File: src/assert_macros.svh
// ----------------------------------------------------------------------------
// assert_macros.svh
// Clocked assertion helpers; compiled out when SYNTH is defined.
// ----------------------------------------------------------------------------
`ifndef ASSERT_MACROS_SVH
`define ASSERT_MACROS_SVH

`ifndef SYNTH
`define AST_HOLDS(label, prop, msg) \
  label: assert property (@(posedge clk) disable iff (!rst_n) (prop)) else $error(msg);
`define AST_NEXT(label, pre, post, msg) \
  label: assert property (@(posedge clk) disable iff (!rst_n) (pre) |=> (post)) else $error(msg);
`else
`define AST_HOLDS(label, prop, msg)
`define AST_NEXT(label, pre, post, msg)
`endif

`endif

File: src/sled_pkg.sv
// ----------------------------------------------------------------------------
// sled_pkg
// Shared types and constants for the status LED level-to-duty unit.
// ----------------------------------------------------------------------------
package sled_pkg;

  localparam int LEVEL_BITS = 16;
  localparam int DUTY_FULL  = 100;
  localparam int DUTY_W     = 7;
  localparam int MODE_W     = 2;
  localparam int NUM_W      = LEVEL_BITS + DUTY_W;
  localparam int CNT_W      = $clog2(NUM_W);
  localparam int CFG_IDX_W  = 3;
  localparam int CFG_DATA_W = LEVEL_BITS;

  localparam logic [DUTY_W-1:0] DUTY_FULL_C = DUTY_W'(DUTY_FULL);

  localparam logic [MODE_W-1:0] MODE_OFF    = 2'd0;
  localparam logic [MODE_W-1:0] MODE_ON     = 2'd1;
  localparam logic [MODE_W-1:0] MODE_STATUS = 2'd2;

  localparam logic [CFG_IDX_W-1:0] CFG_LED_MODE        = 3'd0;
  localparam logic [CFG_IDX_W-1:0] CFG_SHOW_CURRENT    = 3'd1;
  localparam logic [CFG_IDX_W-1:0] CFG_INTENSITY_STYLE = 3'd2;
  localparam logic [CFG_IDX_W-1:0] CFG_LEVEL_MIN       = 3'd3;
  localparam logic [CFG_IDX_W-1:0] CFG_LEVEL_MAX       = 3'd4;

  localparam logic [LEVEL_BITS-1:0] LEVEL_MAX_RST = LEVEL_BITS'(10000);

  typedef struct packed {
    logic                  output_enabled;
    logic [LEVEL_BITS-1:0] voltage_level;
    logic [LEVEL_BITS-1:0] current_level;
  } in_item_t;

  typedef struct packed {
    logic              fixed_level_drive;
    logic              pin_high;
    logic [DUTY_W-1:0] duty_percent;
    logic              pin_reinit;
  } out_item_t;

  typedef enum logic [2:0] {
    ST_IDLE,
    ST_CMP,
    ST_MUL,
    ST_DIV,
    ST_OUT
  } state_t;

  typedef struct packed {
    logic capture;
    logic compare;
    logic multiply;
    logic div_step;
    logic load_out;
  } dp_cmd_t;

  typedef struct packed {
    logic skip_div;
  } dp_stat_t;

endpackage

File: src/sled_ctrl.sv
// ----------------------------------------------------------------------------
// sled_ctrl
// Sequencer: capture, compare, multiply, serial divide if needed, hand off result word.
// ----------------------------------------------------------------------------
module sled_ctrl (
  input  logic              clk,
  input  logic              rst_n,
  input  logic              in_valid,
  output logic              in_ready,
  output logic              out_valid,
  input  logic              out_ready,
  output sled_pkg::dp_cmd_t cmd,
  input  sled_pkg::dp_stat_t stat
);
  import sled_pkg::*;

  state_t            state_r, state_nxt;
  logic [CNT_W-1:0]  cnt_r, cnt_nxt;
  logic              out_valid_r, out_valid_nxt;

  always_ff @(posedge clk) begin
    if (!rst_n) begin
      state_r     <= ST_IDLE;
      cnt_r       <= '0;
      out_valid_r <= 1'b0;
    end else begin
      state_r     <= state_nxt;
      cnt_r       <= cnt_nxt;
      out_valid_r <= out_valid_nxt;
    end
  end

  always_comb begin
    state_nxt = state_r;
    cnt_nxt   = cnt_r;
    cmd       = '0;
    case (state_r)
      ST_IDLE: begin
        if (in_valid) begin
          cmd.capture = 1'b1;
          state_nxt   = ST_CMP;
        end
      end
      ST_CMP: begin
        cmd.compare = 1'b1;
        state_nxt   = ST_MUL;
      end
      ST_MUL: begin
        cmd.multiply = 1'b1;
        cnt_nxt      = CNT_W'(NUM_W - 1);
        state_nxt    = stat.skip_div ? ST_OUT : ST_DIV;
      end
      ST_DIV: begin
        cmd.div_step = 1'b1;
        if (cnt_r == '0) begin
          state_nxt = ST_OUT;
        end else begin
          cnt_nxt = cnt_r - 1'b1;
        end
      end
      ST_OUT: begin
        if (!out_valid_r || out_ready) begin
          cmd.load_out = 1'b1;
          state_nxt    = ST_IDLE;
        end
      end
      default: begin
        state_nxt = ST_IDLE;
      end
    endcase
  end

  always_comb begin
    if (cmd.load_out) begin
      out_valid_nxt = 1'b1;
    end else if (out_ready) begin
      out_valid_nxt = 1'b0;
    end else begin
      out_valid_nxt = out_valid_r;
    end
  end

  assign in_ready  = (state_r == ST_IDLE);
  assign out_valid = out_valid_r;

endmodule

File: src/sled_dpath.sv
// ----------------------------------------------------------------------------
// sled_dpath
// Config registers, level select, range tests, scale multiply, restoring
// divider and result word register.
// ----------------------------------------------------------------------------
module sled_dpath (
  input  logic                                clk,
  input  logic                                rst_n,
  input  logic                                cfg_we,
  input  logic [sled_pkg::CFG_IDX_W-1:0]      cfg_index,
  input  logic [sled_pkg::CFG_DATA_W-1:0]     cfg_wdata,
  input  sled_pkg::in_item_t                  in_data,
  output sled_pkg::out_item_t                 out_data,
  input  sled_pkg::dp_cmd_t                   cmd,
  output sled_pkg::dp_stat_t                  stat
);
  import sled_pkg::*;

  // control state
  logic [MODE_W-1:0]     mode_r;
  logic                  show_cur_r;
  logic                  style_r;
  logic [LEVEL_BITS-1:0] lo_r;
  logic [LEVEL_BITS-1:0] hi_r;
  logic [MODE_W-1:0]     prev_mode_r;

  // payload
  logic                  en_r;
  logic [LEVEL_BITS-1:0] lvl_r;
  logic [MODE_W-1:0]     mode_cap_r;
  logic                  reinit_r;
  logic                  direct_r, direct_nxt;
  logic [DUTY_W-1:0]     direct_duty_r, direct_duty_nxt;
  logic                  invert_r;
  logic [LEVEL_BITS-1:0] diff_r, diff_nxt;
  logic [LEVEL_BITS-1:0] span_r, span_nxt;
  logic [NUM_W-1:0]      num_r;
  logic [LEVEL_BITS-1:0] rem_r;
  out_item_t             out_r, out_nxt;

  logic                  invert;
  logic [LEVEL_BITS:0]   trial;
  logic [LEVEL_BITS:0]   trial_sub;
  logic                  qbit;
  logic [DUTY_W-1:0]     quo;

  always_ff @(posedge clk) begin
    if (!rst_n) begin
      mode_r      <= MODE_STATUS;
      show_cur_r  <= 1'b0;
      style_r     <= 1'b1;
      lo_r        <= '0;
      hi_r        <= LEVEL_MAX_RST;
      prev_mode_r <= MODE_STATUS;
    end else begin
      if (cfg_we) begin
        case (cfg_index)
          CFG_LED_MODE:        mode_r     <= cfg_wdata[MODE_W-1:0];
          CFG_SHOW_CURRENT:    show_cur_r <= cfg_wdata[0];
          CFG_INTENSITY_STYLE: style_r    <= cfg_wdata[0];
          CFG_LEVEL_MIN:       lo_r       <= cfg_wdata[LEVEL_BITS-1:0];
          CFG_LEVEL_MAX:       hi_r       <= cfg_wdata[LEVEL_BITS-1:0];
          default: ;
        endcase
      end
      if (cmd.capture) begin
        prev_mode_r <= mode_r;
      end
    end
  end

  assign invert = (lo_r > hi_r);

  always_comb begin
    diff_nxt        = invert ? (lvl_r - hi_r) : (lvl_r - lo_r);
    span_nxt        = invert ? (lo_r - hi_r) : (hi_r - lo_r);
    direct_nxt      = 1'b1;
    direct_duty_nxt = '0;
    if (mode_cap_r != MODE_STATUS || !en_r) begin
      direct_duty_nxt = '0;
    end else if (!style_r) begin
      if (lo_r == '0 && hi_r != '0) begin
        direct_duty_nxt = (lvl_r < hi_r) ? DUTY_FULL_C : '0;
      end else begin
        direct_duty_nxt = (lvl_r > lo_r) ? DUTY_FULL_C : '0;
      end
    end else if (invert) begin
      if (lvl_r > lo_r) begin
        direct_duty_nxt = '0;
      end else if (lvl_r < hi_r) begin
        direct_duty_nxt = DUTY_FULL_C;
      end else begin
        direct_nxt = 1'b0;
      end
    end else begin
      if (lvl_r > hi_r) begin
        direct_duty_nxt = DUTY_FULL_C;
      end else if (lvl_r < lo_r) begin
        direct_duty_nxt = '0;
      end else if (hi_r == lo_r) begin
        direct_duty_nxt = DUTY_FULL_C;
      end else begin
        direct_nxt = 1'b0;
      end
    end
  end

  // restoring divide, one quotient bit per step
  assign trial     = {rem_r, num_r[NUM_W-1]};
  assign trial_sub = trial - {1'b0, span_r};
  assign qbit      = (trial >= {1'b0, span_r});
  assign quo       = num_r[DUTY_W-1:0];

  always_comb begin
    out_nxt.fixed_level_drive = (mode_cap_r != MODE_STATUS);
    out_nxt.pin_high          = (mode_cap_r != MODE_ON) && (mode_cap_r != MODE_STATUS);
    out_nxt.pin_reinit        = reinit_r;
    if (direct_r) begin
      out_nxt.duty_percent = direct_duty_r;
    end else if (invert_r) begin
      out_nxt.duty_percent = DUTY_FULL_C - quo;
    end else begin
      out_nxt.duty_percent = quo;
    end
  end

  always_ff @(posedge clk) begin
    if (cmd.capture) begin
      en_r       <= in_data.output_enabled;
      lvl_r      <= show_cur_r ? in_data.current_level : in_data.voltage_level;
      mode_cap_r <= mode_r;
      reinit_r   <= (mode_r != prev_mode_r);
    end
    if (cmd.compare) begin
      direct_r      <= direct_nxt;
      direct_duty_r <= direct_duty_nxt;
      invert_r      <= invert;
      diff_r        <= diff_nxt;
      span_r        <= span_nxt;
    end
    if (cmd.multiply) begin
      num_r <= {{DUTY_W{1'b0}}, diff_r} * {{LEVEL_BITS{1'b0}}, DUTY_FULL_C};
      rem_r <= '0;
    end
    if (cmd.div_step) begin
      rem_r <= qbit ? trial_sub[LEVEL_BITS-1:0] : trial[LEVEL_BITS-1:0];
      num_r <= {num_r[NUM_W-2:0], qbit};
    end
    if (cmd.load_out) begin
      out_r <= out_nxt;
    end
  end

  assign out_data      = out_r;
  assign stat.skip_div = direct_r;

endmodule

File: src/status_led_level_to_duty_unit.sv
// The serial divide is skipped when no divide is needed; the scaled divide
// uses a 23-step serial restoring divider.
// Throughput: one word at a time; next input word taken the cycle after the
// result is loaded into the output register.
// Reset: synchronous active-low rst_n; config returns to led_mode 2,
// intensity_style 1, level_max 10000, others 0; previous mode 2; no word held.
// ----------------------------------------------------------------------------
// status_led_level_to_duty_unit
// Turns analog output state into a status LED pin drive and PWM duty.
// ----------------------------------------------------------------------------
`include "assert_macros.svh"

module status_led_level_to_duty_unit (
  input  logic                             clk,
  input  logic                             rst_n,
  input  logic                             cfg_we,
  input  logic [sled_pkg::CFG_IDX_W-1:0]   cfg_index,
  input  logic [sled_pkg::CFG_DATA_W-1:0]  cfg_wdata,
  input  logic                             in_valid,
  output logic                             in_ready,
  input  sled_pkg::in_item_t               in_data,
  output logic                             out_valid,
  input  logic                             out_ready,
  output sled_pkg::out_item_t              out_data
);
  import sled_pkg::*;

  dp_cmd_t  cmd;
  dp_stat_t stat;

  sled_ctrl u_ctrl (
    .clk       (clk),
    .rst_n     (rst_n),
    .in_valid  (in_valid),
    .in_ready  (in_ready),
    .out_valid (out_valid),
    .out_ready (out_ready),
    .cmd       (cmd),
    .stat      (stat)
  );

  sled_dpath u_dpath (
    .clk       (clk),
    .rst_n     (rst_n),
    .cfg_we    (cfg_we),
    .cfg_index (cfg_index),
    .cfg_wdata (cfg_wdata),
    .in_data   (in_data),
    .out_data  (out_data),
    .cmd       (cmd),
    .stat      (stat)
  );

  `AST_NEXT(a_busy_after_accept, in_valid && in_ready, !in_ready, "accepted word did not mark busy")
  `AST_HOLDS(a_duty_range, !out_valid || out_data.duty_percent <= DUTY_FULL_C, "duty above full")
  `AST_HOLDS(a_fixed_no_duty, !out_valid || !out_data.fixed_level_drive || out_data.duty_percent == '0, "duty set on fixed drive")

endmodule

File: config.mk
export PLATFORM = sky130hd
export DESIGN_NAME = status_led_level_to_duty_unit
export DESIGN_NICKNAME = d
export VERILOG_FILES = /design/src/sled_pkg.sv /design/src/sled_ctrl.sv /design/src/sled_dpath.sv /design/src/status_led_level_to_duty_unit.sv
export VERILOG_INCLUDE_DIRS = /design/src /design/src/src
export SDC_FILE = /design/constraint.sdc
export NUM_CORES = 1
export LEC_CHECK = 0
export ABC_AREA = 1
export BUFFER_PORTS_ARGS = -buffer_cell sky130_fd_sc_hd__buf_2
export CORE_ASPECT_RATIO = 0.75
export CORE_MARGIN = 2
export CORE_UTILIZATION = 40
export CTS_CLUSTER_SIZE = 20
export DETAILED_ROUTE_END_ITERATION = 10
export PLACE_DENSITY = 0.61
export SYNTH_ARGS = -nofsm -noshare
export SYNTH_HDL_FRONTEND = slang
export SYNTH_SLANG_ARGS = --single-unit
File: constraint.sdc
create_clock -name clk -period 4.5 [get_ports clk]
set_input_delay 0.225 -clock clk [delete_from_list [all_inputs] [get_ports clk]]
set_output_delay 0.225 -clock clk [all_outputs]
set_load 0.005 [all_outputs]
After elaboration in Yosys (flattened, before gate mapping) --
Cells that the tools add are included.
Cells by class: $add $sub $neg 7, $mul 1, order comparisons 6, equality and inequality tests 16, muxes and demuxes 41, bitwise logic cells 1, reductions and logical operators 22
Operator list (number):
- two-way mux 16 bit | 6
- subtractor 16 bit | 5
- two-way mux 7 bit | 11
- > comparator 16 bit | 3
- two-way mux 23 bit | 2
- less-than comparator 16 bit | 2
- multiplier 16 x 5 -> 21 bit, second input constant | 1
- greater-or-equal comparator 17 x 16 -> 1 bit | 1
- equality test 16 bit | 1
- logical NOT 16 bit | 1
- nonzero test 16 bit | 1
- two-way mux 1 bit | 15
- one-hot mux 3 bit (5 select lines) | 1
- equality test 3 x 2 -> 1 bit, second input constant | 4
- two-way mux 3 bit | 4
- AND reduction 2 bit | 6
- one-hot mux 5 bit (2 select lines) | 1
- subtractor 7 bit, first input constant | 1
- equality test 3 x 1 -> 1 bit, second input constant | 2
- equality test 3 bit, second input constant | 2
- logical NOT 3 bit | 2
- inequality test 2 x 1 -> 1 bit, second input constant | 3
- inequality test 2 bit, second input constant | 3
- nonzero test 2 bit | 3
- other kinds (10) | 13
Word-level totals: register bits 157, input port bits 57, output and inout bits 12, word-level logic and storage cells 118

Depth between registers and ports, before layout --
Gate-level depths: netlist of the first run.
word-level depth 6, mapped depth 16, gate-level depth less buffers 16

Hierarchy --
From an unflattened synthesis of the first run, not the netlist that was laid out.
Second synthesis, totals: cells, all modules 1644, area, all modules 12441.9 um2
By module, submodules not included:
- sled_dpath | times used 1, cells each 1565, area each 11912.7 um2, seq. area each 3883.7 um2
- sled_ctrl | times used 1, cells each 79, area each 529.3 um2, seq. area each 180.2 um2

Least setup slack after synthesis of the first run --
OpenSTA, ideal clock, no wires.
path type register to register, start point register u_ctrl.state_r[0], end point register u_dpath.diff_r[0], enable pin, library setup time 0.473 ns, arrival 2.852 ns, required time 4.027 ns, setup slack 1.175 ns, stages on the path, launching flop included 3, path buffers 0, clock period less this slack 3.325 ns, cells stage by stage dfxtp_1 > inv_1 > nor3_1
Between the ends: longest elaborated chain between the ends 2
Ends and longest elaborated chain:
- from (decl) | line sled_ctrl.sv:17 | state_t state_r, state_nxt;
- from (signal assigned) | line sled_ctrl.sv:27 | state_r <= state_nxt;
- equality test 3 x 1 -> 1 bit | line sled_ctrl.sv:37 | case (state_r)
- two-way mux 1 bit | line sled_ctrl.sv:37
- to (signal assigned) | line sled_dpath.sv:138 | diff_r <= diff_nxt;
- to (decl) | line sled_dpath.sv:35 | logic [LEVEL_BITS-1:0] diff_r, diff_nxt;
Every way passes these cells. A chain may end at the register's enable or synchronous reset.

Worst setup path in the final report of the first run --
start point register u_dpath.diff_r[3], end point register u_dpath.num_r[16], data pin
Between the ends: longest elaborated chain between the ends 3
Ends and longest elaborated chain:
- multiplier 16 x 5 -> 21 bit | line sled_dpath.sv:142 | num_r <= {{DUTY_W{1'b0}}, diff_r} * {{LEVEL_BITS{1'b0}}, DUTY_FULL_C};
- two-way mux 23 bit | line sled_dpath.sv:141 | if (cmd.multiply) begin
- two-way mux 23 bit | line sled_dpath.sv:145 | if (cmd.div_step) begin
- to (signal assigned) | line sled_dpath.sv:142
- to (signal assigned) | line sled_dpath.sv:147 | num_r <= {num_r[NUM_W-2:0], qbit};
- to (decl) | line sled_dpath.sv:37 | logic [NUM_W-1:0] num_r;
Every way passes these cells. The select of a mux whose other input is x is not followed.

==> results of run 1 <==
worst max-delay path by stage:
stage,from,end,slack [ns],depth (start not counted)
after CTS,u_dpath.diff_r[4]$_DFFE_PP_,u_dpath.num_r[16]$_DFFE_PP_,1.35,14
after detailed placement,u_dpath.diff_r[4]$_DFFE_PP_,u_dpath.num_r[16]$_DFFE_PP_,1.38,14
after global placement,u_dpath.diff_r[9]$_DFFE_PP_,u_dpath.num_r[20]$_DFFE_PP_,1.42,12
after global routing,u_dpath.diff_r[4]$_DFFE_PP_,u_dpath.num_r[16]$_DFFE_PP_,1.15,14
final,u_dpath.diff_r[3]$_DFFE_PP_,u_dpath.num_r[16]$_DFFE_PP_,1.35,14
after floorplan,u_ctrl.state_r[0]$_SDFFE_PN0P_,u_dpath.diff_r[0]$_DFFE_PP_,1.17,2
synthesized netlist by cell type, types with 15 or more instances:
cell / instances / area (sq um)
fa_1: 16 / 320
a21oi_1: 129 / 646
o21ai_1: 15 / 75.1
dfxtp_1: 47 / 941
nor2_1: 127 / 477
ha_1: 136 / 1700
nand4_1: 21 / 131
mux2_2: 16 / 180
inv_1: 245 / 920
edfxtp_1: 104 / 3120
o21ai_0: 85 / 425
nand2_1: 415 / 1560
clkbuf_1: 17 / 63.8
nand3_1: 71 / 355
xnor2_1: 23 / 201
xor2_1: 29 / 254
metrics by stage:
stage                     setup slack [ns]  area (sq um)  hold slack, ns  std cells
after floorplan                       1.17         12300           0.324       1629
after global placement                1.42         13000           0.408       2070
after detailed placement              1.38         13000           0.404       2070
after CTS                             1.35         13600         0.00303       2104
after global routing                  1.15         13600          0.0321       2104
final                                 1.35         13700          0.0236       2106
cell families (layout without fill, tap and decap cells):
kind of cell	after synthesis	count (layout)	synth area share
and+or+nand+nor	695	695	0.237
DFF	151	151	0.330
AOI/OAI and AO/OA	282	282	0.126
xor gates and xnor gates	52	52	0.0370
muxes	16	16	0.0146
other	0	2	0
buffers and inverters	281	357	0.0912
adders and majority gates	152	152	0.164
final cells by class:
| cell class | count | area share |
|---|---|---|
| inverter | 247 | 0.0679 |
| tap | 399 | 0.0366 |
| clock buffer | 17 | 0.0312 |
| antenna | 2 | 0.000367 |
| multi-input combinational | 1197 | 0.523 |
| sequential | 151 | 0.298 |
| clock inverter | 15 | 0.0124 |
| timing repair buffer | 78 | 0.0308 |
state kept, by name, summed over array words and instances, names as in the netlist, 2 cells and up:
register and cells:
u_dpath.diff_r 16, u_dpath.lo_r 16, u_ctrl.state_r 3, u_dpath.mode_cap_r 2, u_ctrl.cnt_r 5, u_dpath.out_data 10
u_dpath.prev_mode_r 2, u_dpath.hi_r 16, u_dpath.num_r 23, u_dpath.mode_r 2, u_dpath.rem_r 16, u_dpath.span_r 16
u_dpath.lvl_r 16
per-layer routing:
layer,global-route usage,up-vias
met1,0.315,4888
met4,0.0551,0
met5,0,-
met2,0.288,312
li1,-,5482
met3,0.0338,30
critical path, stage by stage, from the launching register on:
cell,delay (ns)
edfxtp_1,0.42
ha_1,0.33
ha_1,0.30
inv_1,0.05
fa_1,0.50
inv_1,0.04
ha_1,0.34
nand3_1,0.09
nand2_1,0.12
nand3_1,0.09
nand2_1,0.13
a21oi_1,0.10
or2_2,0.28
nand3_1,0.07
nand2_1,0.06
power groups by stage:
stage | sequential (mW) | combinational (mW) | clock, mW
final | 1.99 | 3.42 | 1.48
after detailed placement | 2.02 | 3.37 | 0
after global placement | 2.01 | 3.33 | 0
after floorplan | 1.98 | 2.60 | 0
after global routing | 2.01 | 3.94 | 1.56
after CTS | 1.99 | 3.40 | 1.51
==> reports/metrics.csv, run 1 <==
metric,value,unit
Mapped Cells,1629,
cts bufs inserted,17,
Reg-to-Reg End,u_dpath.num_r[16]$_DFFE_PP_,
clock network power share,0.215,
Initial Util,0.408,
maximum vdd drop,271,uV
class of the worst hold path,primary input to flip-flop,
post-synthesis cell type count,46,
Post-route DRC,0,
wire length on met2,12500,um
P per Cell Area,505,mW/mm^2
fin crit share,0.699,
max_cap viols,0,
Pwr Total,6.90,mW
Async SR Flop Fraction,0,
area growth from synthesis to layout,10.8,%
Avg Synthesized Cell Area,7.56,sq um
syn nets,1838,
flop2flop setup slack,1.35,ns
Reg power frac,0.289,
worst-skew pair later-pin latency,0.45,ns
first-pass GRT wire length,51500,um
Slew headroom,0.259,
met3 routed WL,2020,um
Main synth FF type,edfxtp_1,
Root Buffer,clkbuf_16,
io pins,69,
Via-to-Cell Ratio,5.09,
hold path endpoint,u_dpath.hi_r[8]$_SDFFE_PN1P_,
core area,0.0302,sq mm
Post-synth EDFFs,104,
Die Wd,207,um
antenna violations before repair,2,
HPWL Detailed,25200,um
Reg-to-Reg Start,u_dpath.diff_r[3]$_DFFE_PP_,
cell-internal power,3.98,mW
"Reg clk slew, reported paths",0.07,ns
hold_sp,cfg_wdata[8],
Crit path arrival time,3.34,ns
clk_skew,0.0129,ns
worst-margin pin slew,1.11,ns
Mapped Area,0.0123,sq mm
Reg2Reg Depth,14,
worst-path maximum fanout,4,
Reg area,0.00406,sq mm
Clock Sinks,151,
"flops & latches, synth",151,
Core Rows,55,
TritonCTS clock tree,built,
wl on met1,16900,um
DRT Pass-1 Iters,5,
H-tree levels,4,
sw frac,0.423,
pins over their slew limit,0,
routed vias,10700,
vias in the first global route,9899,
buffer count from post-CTS setup fixing,0,
worst hold stages,3,
post-route setup TNS,0,ns
required time of the critical path,4.70,ns
area of the multi-input gates,0.00714,sq mm
setup violators final,0,
WL per Instance,15.1,um
Switch Pwr,2.92,mW
combinational share of power,0.497,
highest metal used,met4,
critical path class,flip-flop to flip-flop,
share of cells above drive strength 1,0.0927,
gp weighted congestion,0.967,
die area,0.0322,sq mm
Fin. Hold Viols,0,
largest net degree at the start of global routing,44,
RSZ-0062 raised after global routing,false,
post-route ant nets,0,
crit end category,flip-flop,
Clock Path Buffers,2,
Routed WL,31800,um
Final #Nets,1901,
post-cts resize count,0,
die height,156,um
1st-iter DRT viols,879,
fin crit period,3.15,ns
"commonest non-fill, non-tap cell in the layout",nand2_1,
Total GRT Usage,0.204,
Ys Warns,0,
global route overflow,0,
Leak,6.56,nW
Port Buffers,68,
Startpoint Class,flip-flop,
register area share after synthesis,0.330,
Hold Buf Count CTS,2,
Max Clock Freq,0.318,GHz
outcome,"finished, final reports clean",
Final Util,0.452,
"commonest cells after routing, fill and taps aside","nand2_1, inv_1, ha_1, a21oi_1, nor2_1",
Filler Cell Count,2965,
No activity file was read; power rests on OpenSTA's default activity.
==> inputs of run 2 (changes only) <==
==> constraint.sdc (replaced) <==
create_clock -name clk -period 3 [get_ports clk]
set_input_delay 0.15 -clock clk [delete_from_list [all_inputs] [get_ports clk]]
set_output_delay 0.15 -clock clk [all_outputs]
set_load 0.005 [all_outputs]
==> run 2 against run 1 <==
Net effect:
- combinational power rose by 92%
- sequential cell count did not move
- global-route usage rose by 0.30 points
- first-iteration DRC count fell by 12%
- wire length rose by 2.9%
- die area did not move
- sequential share of layout area fell by 1.6 points
- critical path type unchanged
- critical endpoint unchanged
- largest power group unchanged
- highest routed layer unchanged
==> reports/metrics.csv, run 2 (synthesized netlist as in run 1, its figures left out) <==
metric,value,unit,change
Routed WL,32700,um,+2.9%
area growth from synthesis to layout,16.9,%,
max_cap viols,0,,unchanged
RSZ-0062 raised after global routing,true,,
clock network power share,0.200,,-0.015
Die Wd,207,um,unchanged
Pwr Total,11.9,mW,+73%
first-pass GRT wire length,52200,um,+1.5%
ANT cells,0,,-2
hold_ws,0.0181,ns,-0.00548 ns
die area,0.0322,sq mm,unchanged
Largest Register,u_dpath.num_r,,
die height,156,um,unchanged
Via-to-Cell Ratio,5.04,,-0.99%
Placed Area,0.0132,sq mm,+1.6%
outcome,"finished, final reports clean",,
Root Buffer,clkbuf_16,,
crit-path cells,ha_1 -> ha_1 -> inv_1 -> fa_1 -> inv_1 -> ha_4 -> nand2_2 -> nor2_2 -> a21oi_1 -> or2_2 -> nand3_1 -> nand2_1,,
Startpoint Class,flip-flop,,
io pins,69,,unchanged
placed insts,2095,,+1.2%
"Reg clk slew, reported paths",0.07,ns,about the same
WL per Instance,15.2,um,+0.47%
"Largest delay share family, worst path",adder cells,,
Final Util,0.477,,+0.0250
Total GRT Usage,0.207,,+0.00296
"commonest cells after routing, fill and taps aside","nand2_1, inv_1, ha_1, nor2_1, a21oi_1",,
Clock Path Buffers,2,,unchanged
fin crit period,2.93,ns,-0.213 ns
Core Rows,55,,unchanged
routed vias,10900,,+1.4%
pre-CTS setup slack,-0.0714,ns,-1.46 ns
maximum vdd drop,506,uV,+86%
sw frac,0.408,,-0.0150
worst-margin pin slew,0.707,ns,-0.402 ns
Post-route DRC,0,,unchanged
DRT Pass-1 Iters,5,,unchanged
clk_skew,0.00971,ns,-0.00316 ns
fin area,0.0144,sq mm,+5.5%
Fin. Hold Viols,0,,unchanged
Reg2Reg Depth,12,,-2
crit end category,flip-flop,,
Clock Sinks,151,,unchanged
post-route insts no fill,2156,,+2.4%
Slew headroom,0.529,,+0.270
cell-internal power,7.06,mW,+78%
Max Clock Freq,0.341,GHz,+7.3%
share of cells above drive strength 1,0.141,,+0.0479
core area,0.0302,sq mm,unchanged
Initial Util,0.408,,unchanged
critical path class,flip-flop to flip-flop,,
crit path to,u_dpath.num_r[16]$_DFFE_PP_,,
P per Cell Area,828,mW/mm^2,+64%
gp weighted congestion,0.923,,-4.6%
Leak,6.85,nW,+4.3%
post-route ant nets,0,,unchanged
HPWL Detailed,25600,um,+1.6%
global route overflow,0,,unchanged
Reg power frac,0.250,,-0.039
slowest cell delay on critical path,0.49,ns,about the same
setup violators final,0,,unchanged
post-route setup TNS,0,ns,unchanged
flop2flop setup slack,0.07,ns,-1.29 ns
Switch Pwr,4.87,mW,+67%
class of the worst hold path,primary input to flip-flop,,
Filler Cell Count,2942,,-0.78%
antenna violations before repair,0,,-2
Reg-to-Reg Start,u_dpath.diff_r[10]$_DFFE_PP_,,
Reg-to-Reg End,u_dpath.num_r[16]$_DFFE_PP_,,
"commonest non-fill, non-tap cell in the layout",nand2_1,,
fin crit share,0.978,,+0.278
Reg area,0.00406,sq mm,unchanged
Worst path depth,12,,-2
Final WS setup,0.0670,ns,-1.29 ns
vias in the first global route,9909,,+0.10%
Port Buffers,68,,unchanged
H-tree levels,4,,unchanged
CP max-delay cell,fa_1,,
worst-skew pair later-pin latency,0.45,ns,about the same
required time of the critical path,3.21,ns,-1.49 ns
critical path buffer and inverter count,2,,unchanged
CP startpoint,u_dpath.diff_r[10]$_DFFE_PP_,,
worst-path maximum fanout,4,,unchanged
TritonCTS clock tree,built,,
pins over their slew limit,0,,unchanged
largest net degree at the start of global routing,41,,-6.8%
combinational share of power,0.550,,+0.053
Crit path arrival time,3.14,ns,-0.20 ns
area of the multi-input gates,0.00743,sq mm,+4.1%
1st-iter DRT viols,776,,-12%
max reg flops,23,,unchanged
Final #Nets,1953,,+2.7%
cts bufs inserted,17,,unchanged
-- run 2: cell types whose count changed in the layout (fill, tap and decap cells not counted), moves of 4 or more --
cell	before	now
nor2_1	126	121
a21oi_2	2	9
nand3_1	71	67
nor2_2	13	17
ha_4	0	11
buf_4	8	48
inv_1	245	239
nand3_2	0	4
nand2_2	7	16
nand2_1	415	405
dlygate4sd3_1	2	13
a21oi_1	129	119
ha_1	136	125
inv_2	2	8
-- run 2: repair_timing --
item | CTS | global route
setup buffers | 2 | 14
hold endpoints to repair | 15 | 0
gates resized for setup | 17 | 43
pin swaps | 2 | 40
setup endpoints to repair | 8 | 12
hold buffers | 13 | 0
-- run 2: how the worst min path moves through the flow --
stage / cells past startpoint / slack, ns / to / from
final: 2 / 0.02 / u_dpath.lvl_r[12]$_DFFE_PP_ / in_data[28]
after global routing: 2 / 0.002 / u_dpath.lvl_r[9]$_DFFE_PP_ / in_data[9]
after CTS: 2 / 0.002 / u_dpath.lvl_r[10]$_DFFE_PP_ / in_data[26]
after detailed placement: 1 / 0.33 / u_dpath.en_r$_DFFE_PP_ / in_data[32]
after global placement: 1 / 0.33 / u_dpath.en_r$_DFFE_PP_ / in_data[32]
after floorplan: 0 / 0.25 / u_dpath.en_r$_DFFE_PP_ / in_data[32]
-- run 2: final cells by class --
type	count	share of cell area
Clock buffer	18	0.0298
Clock inverter	14	0.0142
Sequential cell	151	0.282
Timing Repair Buffer	130	0.0591
Multi-Input combinational cell	1197	0.516
Tap cell	399	0.0347
Inverter	247	0.0644
-- run 2: power groups by stage --
stage | registers, mW | clock network (mW) | logic [mW]
floorplan | 2.97 | 0 | 3.90
global placement | 3.01 | 0 | 5.26
detailed placement | 3.02 | 0 | 5.33
CTS | 2.98 | 2.41 | 5.73
global route | 3.01 | 2.50 | 7.35
finish | 2.98 | 2.38 | 6.57
-- run 2: metal layers --
layer,share of wire,GRT usage
met1,0.52,0.321
met2,0.41,0.296
met3,0.064,0.0340
met4,0.010,0.0459
met5,0,0
-- run 2: worst reg2reg max path, stage by stage, from the launching register on --
cell and delay [ns]:
edfxtp_1 0.43, ha_1 0.33, ha_1 0.29, inv_1 0.05
fa_1 0.49, inv_1 0.06, ha_4 0.31, nand2_2 0.09
nor2_2 0.14, a21oi_1 0.09, or2_2 0.27, nand3_1 0.07
nand2_1 0.07
